File: config.mk
export PLATFORM = sky130hd
export DESIGN_NAME = alignment_edit_script_scorer_unit
export DESIGN_NICKNAME = d
export VERILOG_FILES = /design/src/rtl/aesu_pkg.sv /design/src/rtl/aesu_front.sv /design/src/rtl/aesu_back.sv /design/src/rtl/aesu_outq.sv /design/src/rtl/alignment_edit_script_scorer_unit.sv
export SDC_FILE = /design/constraint.sdc
export NUM_CORES = 2
export LEC_CHECK = 0
export ABC_AREA = 1
export BUFFER_PORTS_ARGS = -buffer_cell sky130_fd_sc_hd__buf_2
export CORE_ASPECT_RATIO = 2
export CORE_MARGIN = 2
export CORE_UTILIZATION = 40
export DETAILED_ROUTE_END_ITERATION = 8
export PLACE_DENSITY = 0.67
export SETUP_SLACK_MARGIN = 0.4
export SLEW_MARGIN = 5
export SYNTH_ARGS = -nofsm -noshare
export SYNTH_HDL_FRONTEND = slang
export SYNTH_SLANG_ARGS = --single-unit
File: constraint.sdc
create_clock -name clk_i -period 9.3 [get_ports clk_i]
set_clock_uncertainty 0.1 [all_clocks]
set_input_delay 2.325 -clock clk_i [delete_from_list [all_inputs] [get_ports clk_i]]
set_output_delay 2.325 -clock clk_i [all_outputs]
set_load 0.005 [all_outputs]
File: src/rtl/aesu_pkg.sv
package aesu_pkg;

  // counter limits
  localparam int unsigned MaxAlignLen = 65536;
  localparam int unsigned CntCap      = (MaxAlignLen < 131071) ? MaxAlignLen : 131071;
  localparam int unsigned CntW        = 17;

  typedef logic [CntW-1:0] cnt_t;

  localparam cnt_t CntCapV = cnt_t'(CntCap);

  // run kinds, also the op_kind codes on the result port
  typedef enum logic [1:0] {
    KindSub = 2'd0,
    KindDel = 2'd1,
    KindIns = 2'd2
  } kind_e;

  // configuration register indexes
  localparam int unsigned CfgIdxW = 3;
  localparam logic [CfgIdxW-1:0] RegMatchReward    = 3'd0;
  localparam logic [CfgIdxW-1:0] RegMismatchPenalty = 3'd1;
  localparam logic [CfgIdxW-1:0] RegGapOpenCost    = 3'd2;
  localparam logic [CfgIdxW-1:0] RegGapExtendCost  = 3'd3;
  localparam logic [CfgIdxW-1:0] RegGapSymbol      = 3'd4;

  typedef struct packed {
    logic [7:0] match_reward;
    logic [7:0] mismatch_penalty;
    logic [7:0] gap_open_cost;
    logic [7:0] gap_extend_cost;
    logic [7:0] gap_symbol;
  } cfg_t;

  // classified column handed from front to back
  typedef struct packed {
    kind_e kind;
    logic  is_match;
    logic  last;
  } col_t;

  // one result word
  typedef struct packed {
    kind_e              kind;
    cnt_t               run_length;
    logic               is_final;
    logic signed [31:0] score;
    cnt_t               ident;
    cnt_t               opens;
    cnt_t               gap_cols;
    cnt_t               ops;
    cnt_t               cols;
  } res_t;

  // result writes from back to output queue
  typedef struct packed {
    logic a_valid;
    logic b_valid;
  } res_push_t;

  // queue sizes
  localparam int unsigned MidDepth = 4;
  localparam int unsigned MidPtrW  = $clog2(MidDepth);
  localparam int unsigned MidCntW  = $clog2(MidDepth + 1);
  localparam int unsigned OutDepth = 4;
  localparam int unsigned OutPtrW  = $clog2(OutDepth);
  localparam int unsigned OutCntW  = $clog2(OutDepth + 1);

  function automatic cnt_t sat_inc(input cnt_t v);
    return (v >= CntCapV) ? CntCapV : v + cnt_t'(1);
  endfunction

endpackage

File: src/rtl/aesu_front.sv
module aesu_front import aesu_pkg::*; (
  input  logic       clk_i,
  input  logic       rst_ni,
  input  logic       push_i,
  input  logic [7:0] query_char_i,
  input  logic [7:0] subject_char_i,
  input  logic       end_of_alignment_i,
  input  logic [7:0] gap_symbol_i,
  output logic       full_o,
  output logic       col_valid_o,
  output col_t       col_o,
  input  logic       col_pop_i
);

  logic               open_q, open_d;
  kind_e              kind_q, kind_d;
  col_t               mem_q [MidDepth];
  logic [MidPtrW-1:0] wp_q, rp_q;
  logic [MidCntW-1:0] cnt_q, cnt_d;
  logic               qg, sg, accept;
  kind_e              kind;
  col_t               col_in;

  assign qg = (query_char_i == gap_symbol_i);
  assign sg = (subject_char_i == gap_symbol_i);

  // both-gap column rides on an open gap run, else it is a deletion
  always_comb begin
    priority if (!qg && !sg) begin
      kind = KindSub;
    end else if (qg && sg) begin
      kind = (open_q && kind_q != KindSub) ? kind_q : KindDel;
    end else if (qg) begin
      kind = KindDel;
    end else begin
      kind = KindIns;
    end
  end

  assign full_o = (cnt_q == MidCntW'(MidDepth));
  assign accept = push_i && !full_o;

  assign col_in.kind     = kind;
  assign col_in.is_match = (query_char_i == subject_char_i);
  assign col_in.last     = end_of_alignment_i;

  assign open_d = accept ? !end_of_alignment_i : open_q;
  assign kind_d = accept ? kind : kind_q;

  assign cnt_d = cnt_q + MidCntW'(accept) - MidCntW'(col_pop_i);

  assign col_valid_o = (cnt_q != '0);
  assign col_o       = mem_q[rp_q];

  always_ff @(posedge clk_i or negedge rst_ni) begin
    if (!rst_ni) begin
      open_q <= 1'b0;
      kind_q <= KindSub;
      wp_q   <= '0;
      rp_q   <= '0;
      cnt_q  <= '0;
    end else begin
      open_q <= open_d;
      kind_q <= kind_d;
      cnt_q  <= cnt_d;
      if (accept) begin
        wp_q <= wp_q + MidPtrW'(1);
      end
      if (col_pop_i) begin
        rp_q <= rp_q + MidPtrW'(1);
      end
    end
  end

  always_ff @(posedge clk_i) begin
    if (accept) begin
      mem_q[wp_q] <= col_in;
    end
  end

  a_mid_bound: assert property (@(posedge clk_i) disable iff (!rst_ni)
    cnt_q <= MidCntW'(MidDepth))
    else $error("column queue overflow");

  a_pop_nonempty: assert property (@(posedge clk_i) disable iff (!rst_ni)
    col_pop_i |-> col_valid_o)
    else $error("column popped from empty queue");

endmodule

File: src/rtl/aesu_back.sv
module aesu_back import aesu_pkg::*; (
  input  logic      clk_i,
  input  logic      rst_ni,
  input  cfg_t      cfg_i,
  input  logic      col_valid_i,
  input  col_t      col_i,
  input  logic      room_i,
  output logic      col_pop_o,
  output res_push_t push_o,
  output res_t      res_a_o,
  output res_t      res_b_o
);

  kind_e              run_kind_q;
  logic               run_open_q;
  cnt_t               run_count_q, ident_q, opens_q, gap_cols_q, ops_q, cols_q;
  logic signed [31:0] score_q;

  logic               go, close_prev, start, is_gap, charge_a, charge_b;
  cnt_t               run_count_n, ident_n, opens_n, gap_cols_n, ops_n, cols_n;
  cnt_t               mul_cnt;
  logic        [24:0] ext_cost;
  logic        [25:0] gap_cost, cost_b;
  logic        [33:0] sum_a, delta_b, sum_b;
  logic signed [31:0] score_a, score_n;

  function automatic logic signed [31:0] clamp32(input logic [33:0] v);
    logic signed [31:0] r;
    if (v[33:31] == 3'b000 || v[33:31] == 3'b111) begin
      r = v[31:0];
    end else if (v[33]) begin
      r = 32'sh8000_0000;
    end else begin
      r = 32'sh7FFF_FFFF;
    end
    return r;
  endfunction

  assign go        = col_valid_i && room_i;
  assign col_pop_o = go;

  assign is_gap     = (col_i.kind != KindSub);
  assign close_prev = run_open_q && (col_i.kind != run_kind_q);
  assign start      = close_prev || !run_open_q;

  assign run_count_n = start ? cnt_t'(1) : sat_inc(run_count_q);
  assign ops_n       = start ? sat_inc(ops_q) : ops_q;
  assign opens_n     = (start && is_gap) ? sat_inc(opens_q) : opens_q;
  assign gap_cols_n  = is_gap ? sat_inc(gap_cols_q) : gap_cols_q;
  assign cols_n      = sat_inc(cols_q);
  assign ident_n     = (!is_gap && col_i.is_match) ? sat_inc(ident_q) : ident_q;

  // gap run cost charged when the run closes, with the registers of that moment
  assign charge_a = close_prev && (run_kind_q != KindSub);
  assign charge_b = col_i.last && is_gap;

  // one multiplier: the closing previous run, else the run holding this column
  assign mul_cnt  = close_prev ? run_count_q : run_count_n;
  assign ext_cost = 25'(cfg_i.gap_extend_cost) * 25'(mul_cnt);
  assign gap_cost = 26'(ext_cost) + 26'(cfg_i.gap_open_cost);
  // a run opened by this column has length one
  assign cost_b   = close_prev ? (26'(cfg_i.gap_open_cost) + 26'(cfg_i.gap_extend_cost))
                               : gap_cost;

  assign sum_a   = {{2{score_q[31]}}, score_q} - {8'd0, gap_cost};
  assign score_a = charge_a ? clamp32(sum_a) : score_q;

  always_comb begin
    priority if (!is_gap && col_i.is_match) begin
      delta_b = {26'd0, cfg_i.match_reward};
    end else if (!is_gap) begin
      delta_b = 34'd0 - {26'd0, cfg_i.mismatch_penalty};
    end else if (charge_b) begin
      delta_b = 34'd0 - {8'd0, cost_b};
    end else begin
      delta_b = '0;
    end
  end

  assign sum_b   = {{2{score_a[31]}}, score_a} + delta_b;
  assign score_n = clamp32(sum_b);

  assign push_o.a_valid = go && close_prev;
  assign push_o.b_valid = go && col_i.last;

  // previous run closing: totals before this column
  assign res_a_o.kind       = run_kind_q;
  assign res_a_o.run_length = run_count_q;
  assign res_a_o.is_final   = 1'b0;
  assign res_a_o.score      = score_a;
  assign res_a_o.ident      = ident_q;
  assign res_a_o.opens      = opens_q;
  assign res_a_o.gap_cols   = gap_cols_q;
  assign res_a_o.ops        = ops_q;
  assign res_a_o.cols       = cols_q;

  // final run closing: totals including this column
  assign res_b_o.kind       = col_i.kind;
  assign res_b_o.run_length = run_count_n;
  assign res_b_o.is_final   = 1'b1;
  assign res_b_o.score      = score_n;
  assign res_b_o.ident      = ident_n;
  assign res_b_o.opens      = opens_n;
  assign res_b_o.gap_cols   = gap_cols_n;
  assign res_b_o.ops        = ops_n;
  assign res_b_o.cols       = cols_n;

  always_ff @(posedge clk_i or negedge rst_ni) begin
    if (!rst_ni) begin
      run_kind_q  <= KindSub;
      run_open_q  <= 1'b0;
      run_count_q <= '0;
      score_q     <= '0;
      ident_q     <= '0;
      opens_q     <= '0;
      gap_cols_q  <= '0;
      ops_q       <= '0;
      cols_q      <= '0;
    end else if (go) begin
      if (col_i.last) begin
        run_kind_q  <= KindSub;
        run_open_q  <= 1'b0;
        run_count_q <= '0;
        score_q     <= '0;
        ident_q     <= '0;
        opens_q     <= '0;
        gap_cols_q  <= '0;
        ops_q       <= '0;
        cols_q      <= '0;
      end else begin
        run_kind_q  <= col_i.kind;
        run_open_q  <= 1'b1;
        run_count_q <= run_count_n;
        score_q     <= score_n;
        ident_q     <= ident_n;
        opens_q     <= opens_n;
        gap_cols_q  <= gap_cols_n;
        ops_q       <= ops_n;
        cols_q      <= cols_n;
      end
    end
  end

  a_clear_after_last: assert property (@(posedge clk_i) disable iff (!rst_ni)
    (go && col_i.last) |=> (!run_open_q && cols_q == '0 && score_q == '0))
    else $error("state not cleared after final column");

  a_open_has_length: assert property (@(posedge clk_i) disable iff (!rst_ni)
    run_open_q |-> (run_count_q != '0 && ops_q != '0))
    else $error("open run without length");

endmodule

File: src/rtl/aesu_outq.sv
module aesu_outq import aesu_pkg::*; (
  input  logic      clk_i,
  input  logic      rst_ni,
  input  res_push_t push_i,
  input  res_t      res_a_i,
  input  res_t      res_b_i,
  output logic      room_o,
  input  logic      pop_i,
  output logic      empty_o,
  output res_t      head_o
);

  res_t               mem_q [OutDepth];
  logic [OutPtrW-1:0] wp_q, rp_q, wp_b;
  logic [OutCntW-1:0] cnt_q, npush;
  logic               do_pop;

  assign empty_o = (cnt_q == '0);
  assign do_pop  = pop_i && !empty_o;
  assign head_o  = mem_q[rp_q];

  // a column may write two words, so keep two slots spare
  assign room_o = (cnt_q <= OutCntW'(OutDepth - 2));

  assign npush = OutCntW'(push_i.a_valid) + OutCntW'(push_i.b_valid);
  assign wp_b  = push_i.a_valid ? wp_q + OutPtrW'(1) : wp_q;

  always_ff @(posedge clk_i or negedge rst_ni) begin
    if (!rst_ni) begin
      wp_q  <= '0;
      rp_q  <= '0;
      cnt_q <= '0;
    end else begin
      wp_q  <= wp_q + OutPtrW'(npush);
      cnt_q <= cnt_q + npush - OutCntW'(do_pop);
      if (do_pop) begin
        rp_q <= rp_q + OutPtrW'(1);
      end
    end
  end

  always_ff @(posedge clk_i) begin
    if (push_i.a_valid) begin
      mem_q[wp_q] <= res_a_i;
    end
    if (push_i.b_valid) begin
      mem_q[wp_b] <= res_b_i;
    end
  end

  a_out_bound: assert property (@(posedge clk_i) disable iff (!rst_ni)
    cnt_q <= OutCntW'(OutDepth))
    else $error("result queue overflow");

endmodule

File: src/rtl/alignment_edit_script_scorer_unit.sv
// path: a word reaches the result ports after the column that closes its run is accepted,
//   through a column queue write, then a result queue write
// throughput: one column per cycle while results drain one word per cycle;
//   a column that closes a run and ends the alignment writes two words
// reset: asynchronous, active low; clears queues and run state, loads the
//   register defaults; payload storage is not reset
module alignment_edit_script_scorer_unit import aesu_pkg::*; (
  input  logic                clk_i,
  input  logic                rst_ni,
  // column input
  input  logic                push,
  output logic                full,
  input  logic [7:0]          query_char_i,
  input  logic [7:0]          subject_char_i,
  input  logic                end_of_alignment_i,
  // result output
  output logic                empty,
  input  logic                pop,
  output logic [1:0]          op_kind_o,
  output logic [16:0]         run_length_o,
  output logic                is_final_o,
  output logic signed [31:0]  total_score_o,
  output logic [16:0]         identity_count_o,
  output logic [16:0]         gap_open_count_o,
  output logic [16:0]         gap_base_count_o,
  output logic [16:0]         op_count_o,
  output logic [16:0]         align_length_o,
  // register write port
  input  logic                cfg_we_i,
  input  logic [CfgIdxW-1:0]  cfg_index_i,
  input  logic [7:0]          cfg_wdata_i
);

  cfg_t      cfg_q;
  logic      col_valid, col_pop, room;
  col_t      col;
  res_push_t res_push;
  res_t      res_a, res_b, head;

  // register file; indexes past the list are dropped
  always_ff @(posedge clk_i or negedge rst_ni) begin
    if (!rst_ni) begin
      cfg_q.match_reward     <= 8'd1;
      cfg_q.mismatch_penalty <= 8'd2;
      cfg_q.gap_open_cost    <= 8'd0;
      cfg_q.gap_extend_cost  <= 8'd2;
      cfg_q.gap_symbol       <= 8'd45;
    end else if (cfg_we_i) begin
      unique case (cfg_index_i)
        RegMatchReward:     cfg_q.match_reward     <= cfg_wdata_i;
        RegMismatchPenalty: cfg_q.mismatch_penalty <= cfg_wdata_i;
        RegGapOpenCost:     cfg_q.gap_open_cost    <= cfg_wdata_i;
        RegGapExtendCost:   cfg_q.gap_extend_cost  <= cfg_wdata_i;
        RegGapSymbol:       cfg_q.gap_symbol       <= cfg_wdata_i;
        default:            ;
      endcase
    end
  end

  // front: gap detection and run kind resolution, then the column queue
  aesu_front u_front (
    .clk_i              (clk_i),
    .rst_ni             (rst_ni),
    .push_i             (push),
    .query_char_i       (query_char_i),
    .subject_char_i     (subject_char_i),
    .end_of_alignment_i (end_of_alignment_i),
    .gap_symbol_i       (cfg_q.gap_symbol),
    .full_o             (full),
    .col_valid_o        (col_valid),
    .col_o              (col),
    .col_pop_i          (col_pop)
  );

  // back: run tracking, counters and saturating score
  aesu_back u_back (
    .clk_i       (clk_i),
    .rst_ni      (rst_ni),
    .cfg_i       (cfg_q),
    .col_valid_i (col_valid),
    .col_i       (col),
    .room_i      (room),
    .col_pop_o   (col_pop),
    .push_o      (res_push),
    .res_a_o     (res_a),
    .res_b_o     (res_b)
  );

  // result queue, up to two words written per cycle
  aesu_outq u_outq (
    .clk_i   (clk_i),
    .rst_ni  (rst_ni),
    .push_i  (res_push),
    .res_a_i (res_a),
    .res_b_i (res_b),
    .room_o  (room),
    .pop_i   (pop),
    .empty_o (empty),
    .head_o  (head)
  );

  assign op_kind_o        = head.kind;
  assign run_length_o     = head.run_length;
  assign is_final_o       = head.is_final;
  assign total_score_o    = head.score;
  assign identity_count_o = head.ident;
  assign gap_open_count_o = head.opens;
  assign gap_base_count_o = head.gap_cols;
  assign op_count_o       = head.ops;
  assign align_length_o   = head.cols;

endmodule

==> summary.md <==
| Metric | Value |
|---|---|
| Result of the run | `complete, but fails checks` |
| Failing checks | `setup timing` |
| Sequential fraction of the synthesis area | `45.8%` |
| Number of cells after detailed placement | `7,644` |
| Antenna violations before repair | `8` |
| Post-synth top cells | `sky130_fd_sc_hd__nand2_1, sky130_fd_sc_hd__nor2_1, sky130_fd_sc_hd__o22ai_1` |
| Remaining max-slew budget at the tightest pin | `about a tenth` |
| DR vias | `45,500` |
| Setup Total Neg Slack | `-44.12 ns` |
| CP max stage delay | `0.57 ns` |
| Biggest area contributors in the synthesized netlist | `sky130_fd_sc_hd__edfxtp_1, sky130_fd_sc_hd__dfrtp_1, sky130_fd_sc_hd__nand2_1` |
| Layout fillers | `10,800` |
| Number of synthesized flops with an enable pin | `560` |
| Setup WS post-layout | `-0.375 ns` |
| First-iteration detailed-routing DRC count | `around 3,400` |
| Worst Hold End | `u_outq.mem_q[1][117]$_SDFFE_PP1P_` |
| Share of layout cells above drive strength 1 | `24.5%` |
| Number of nets in the final layout | `approximately 6,600` |
| Max Transition Viols Final | `0` |
| Buffers from clock root to sink, at most | `3` |
| Detailed-route vias per instance | `5.79` |
| Unrepaired setup endpoints after global routing | `yes` |
| Average instance area after synthesis | `roughly 8.4 um^2` |
| Cell chosen for the clock root | `sky130_fd_sc_hd__clkbuf_16` |
| Highest Clock Rate | `0.103 GHz` |
| Worst reg-to-reg path cell count | `63` |
| Tightest hold margin | `around 0.35 ns` |
| Clock tree from TritonCTS | `yes` |
| Count of buffers from port buffering | `171` |
| #FFs+latches synth | `758` |
| Clock slew at reported path FFs | `0.08 ns` |
| Worst setup path startpoint | `u_back.run_count_q[0]$_DFFE_PN0P_` |
| First-pass detailed-route iteration total | `6` |
| Number of sinks driven by the clock tree | `758` |
| Slowest stage cell on the critical path | `sky130_fd_sc_hd__fa_1` |
| Final setup violation count | `155` |
| Max H-tree Level | `3` |
| Top cell type's share of synthesized area | `35.4%` |
| Number of hold violations in the final report | `0` |
| Arrival @ worst endpoint | `10.01 ns` |
| Maximum number of pins on one net before global-route repair | `162` |
| R2R Path End | `u_outq.mem_q[2][89]$_DFFE_PP_` |
| Number of DRC violations after detailed routing | `0` |
| Global Route Usage Sum | `29.1%` |
| Max cap viols | `0` |
| Top Ports | `172` |
| Worst Hold Path Cells | `2` |
| Yosys warning total | `0` |
| Overflow left after global routing | `0` |
| Post-synthesis net count | `5,957` |
| Hold buffer count at cts | `0` |
| Routed wirelength normalized by instance count | `between 20 and 25 um` |
| Total detailed-routing wirelength | `181,000 um` |
| Die boundary height | `approximately 490 um` |
| Share of the clock period used by the worst path | `104%` |
| Buffer and inverter count on the worst path | `16` |
| Standard cell area after detailed placement | `0.0540 mm^2` |
| Predominant post-synthesis flop cell | `sky130_fd_sc_hd__edfxtp_1` |
| Slack of the worst reg-to-reg path | `-0.38 ns` |
| Starting utilization of the core area | `about two fifths` |
| Async set or reset register ratio after synthesis | `25.6%` |
| Family with the most delay on the worst path | `adder cells` |
| Min-Delay Startpoint | `u_outq.mem_q[1][117]$_SDFFE_PP1P_` |
| Maximum fanout encountered on the critical timing path | `8` |
| Multi-input gate area | `0.0251 mm^2` |
| Non-Filler Instances | `7,856` |
| Synth-to-layout area growth | `26.0%` |
| Detail Route Antenna Nets | `0` |
| Data required time at the worst endpoint | `approximately 9.6 ns` |
| TritonCTS buffer count | `68` |
| Global-route wire length before repair | `roughly 270,000 um` |
| Count of cell types in the netlist | `55` |
| Die Area | `0.122 mm^2` |
| Clock insertion delay at the later pin of the skew report | `~0.7 ns` |
| Worst hold path class | `reg2reg` |
| Sequential cell area | `0.0218 mm^2` |
| Endpoint type of the worst setup path | `flop` |
| Launch point of the worst reg-to-reg path | `u_back.run_count_q[0]$_DFFE_PN0P_` |
| Width of the chip | `248 um` |
| Final estimated routing congestion in global placement | `1.02` |
| Cell area after technology mapping | `about 0.048 mm^2` |
| Number of global-route vias before repair | `roughly 46,000` |
| Worst Path Class, Setup | `reg2reg` |
| Slew of the pin with the lowest slew margin | `1.34 ns` |
| Min Clock Period, post-route | `approximately 9.7 ns` |
| Biggest area consumer among synthesized cells | `sky130_fd_sc_hd__edfxtp_1` |
| Final non-filler cell area | `~0.06 mm^2` |
| Placeable core region | `about 0.12 mm^2` |
| Number of cell rows | `178` |
| HPWL after DPL | `122,000 um` |
| Most repeated cell in the gate-level netlist after synthesis | `sky130_fd_sc_hd__nand2_1` |
| Kind of start point of the critical path | `flop` |
| Synthesized netlist cell count | `5,668` |
[cell families after synthesis]
group | synth area share, %
buffers and inverters | 7.66
AO/OA/AOI/OAI | 16.4
flip-flops | 45.8
adder cells (fa/ha/maj) | 8.37
XOR/XNOR | 1.90
AND/OR/NAND/NOR | 19.9
[cell usage in the layout (no fill, tap or decap), types with 41 or more instances in the layout]
master	count
sky130_fd_sc_hd__nand2_4	45
sky130_fd_sc_hd__o21ai_0	404
sky130_fd_sc_hd__buf_4	588
sky130_fd_sc_hd__inv_2	47
sky130_fd_sc_hd__nand2_1	1000
sky130_fd_sc_hd__nand4_1	61
sky130_fd_sc_hd__nor2_2	48
sky130_fd_sc_hd__o22ai_1	604
sky130_fd_sc_hd__ha_4	46
sky130_fd_sc_hd__nand3_1	212
sky130_fd_sc_hd__edfxtp_1	560
sky130_fd_sc_hd__dfrtp_1	184
sky130_fd_sc_hd__nor3_1	41
sky130_fd_sc_hd__buf_2	170
sky130_fd_sc_hd__inv_1	546
sky130_fd_sc_hd__xor2_1	66
sky130_fd_sc_hd__fa_1	100
sky130_fd_sc_hd__clkbuf_16	73
sky130_fd_sc_hd__ha_1	101
sky130_fd_sc_hd__nor2_1	544
sky130_fd_sc_hd__a21oi_1	119
sky130_fd_sc_hd__nand2_2	161
[tightest hold or removal path: cells and delay by family (launching register included)]
family | cells | cell delay, ns
DFF | 1 | 0.31
and+or+nand+nor | 2 | 0.10
[repair_timing]
item	4_1_cts	5_1_grt
setup buffers	50	26
pin swaps	112	104
gates resized for setup	395	249
gates cloned	4	3
endpoints found under the setup margin	160	160
[metal layers]
| layer | up-vias | GRT usage, % | wire (um) |
|---|---|---|---|
| met5 | - | 0 | 20 |
| met1 | 21900 | 28.3 | 56500 |
| met2 | 2174 | 53.4 | 95100 |
| met4 | 4 | 24.7 | 17300 |
| li1 | 20700 | - | - |
| met3 | 760 | 3.70 | 11700 |
[stage by stage]
| step | setup slack, ns | util [%] |
|---|---|---|
| after global placement | -1.06 | 45.9 |
| after floorplan | 0.402 | - |
| after CTS | -0.162 | 49.6 |
| after detailed placement | -1.13 | 45.9 |
| final | -0.375 | 50.8 |
| after global routing | -0.808 | 50.8 |
[flip-flops by register name (all words and copies together) (netlist names), 3 cells and up]
signal	cells
cfg_q	40
u_back.cols_q	17
u_back.gap_cols_q	17
u_back.ident_q	17
u_back.opens_q	17
u_back.ops_q	17
u_back.run_count_q	17
u_back.score_q	32
u_front.cnt_q	3
u_front.mem_q	16
u_outq.cnt_q	3
u_outq.mem_q	548
[worst max-delay path by stage]
stage                     slack [ns]  depth (start not counted)                              to
after floorplan                 0.40                         62  u_outq.mem_q[0][103]$_DFFE_PP_
after global placement         -1.06                         55  u_outq.mem_q[0][113]$_DFFE_PP_
after detailed placement       -1.13                         57   u_outq.mem_q[0][88]$_DFFE_PP_
after CTS                      -0.16                         64  u_outq.mem_q[0][104]$_DFFE_PP_
after global routing           -0.81                         61   u_outq.mem_q[2][89]$_DFFE_PP_
final                          -0.38                         63   u_outq.mem_q[2][89]$_DFFE_PP_
[layout make-up]
cell class                      count  share of cell area (%)
Multi-Input combinational cell   3991                    41.9
Sequential cell                   758                    36.4
Timing Repair Buffer              816                    10.5
Inverter                          632                    4.03
Tap cell                         1530                    3.20
Clock buffer                       89                    3.10
Clock inverter                     35                   0.834
Antenna cell                        5                  0.0209
Power is left out: the tool's default activity adds up to more than one toggle a clock period on the data nets, which glitch-free logic cannot reach.
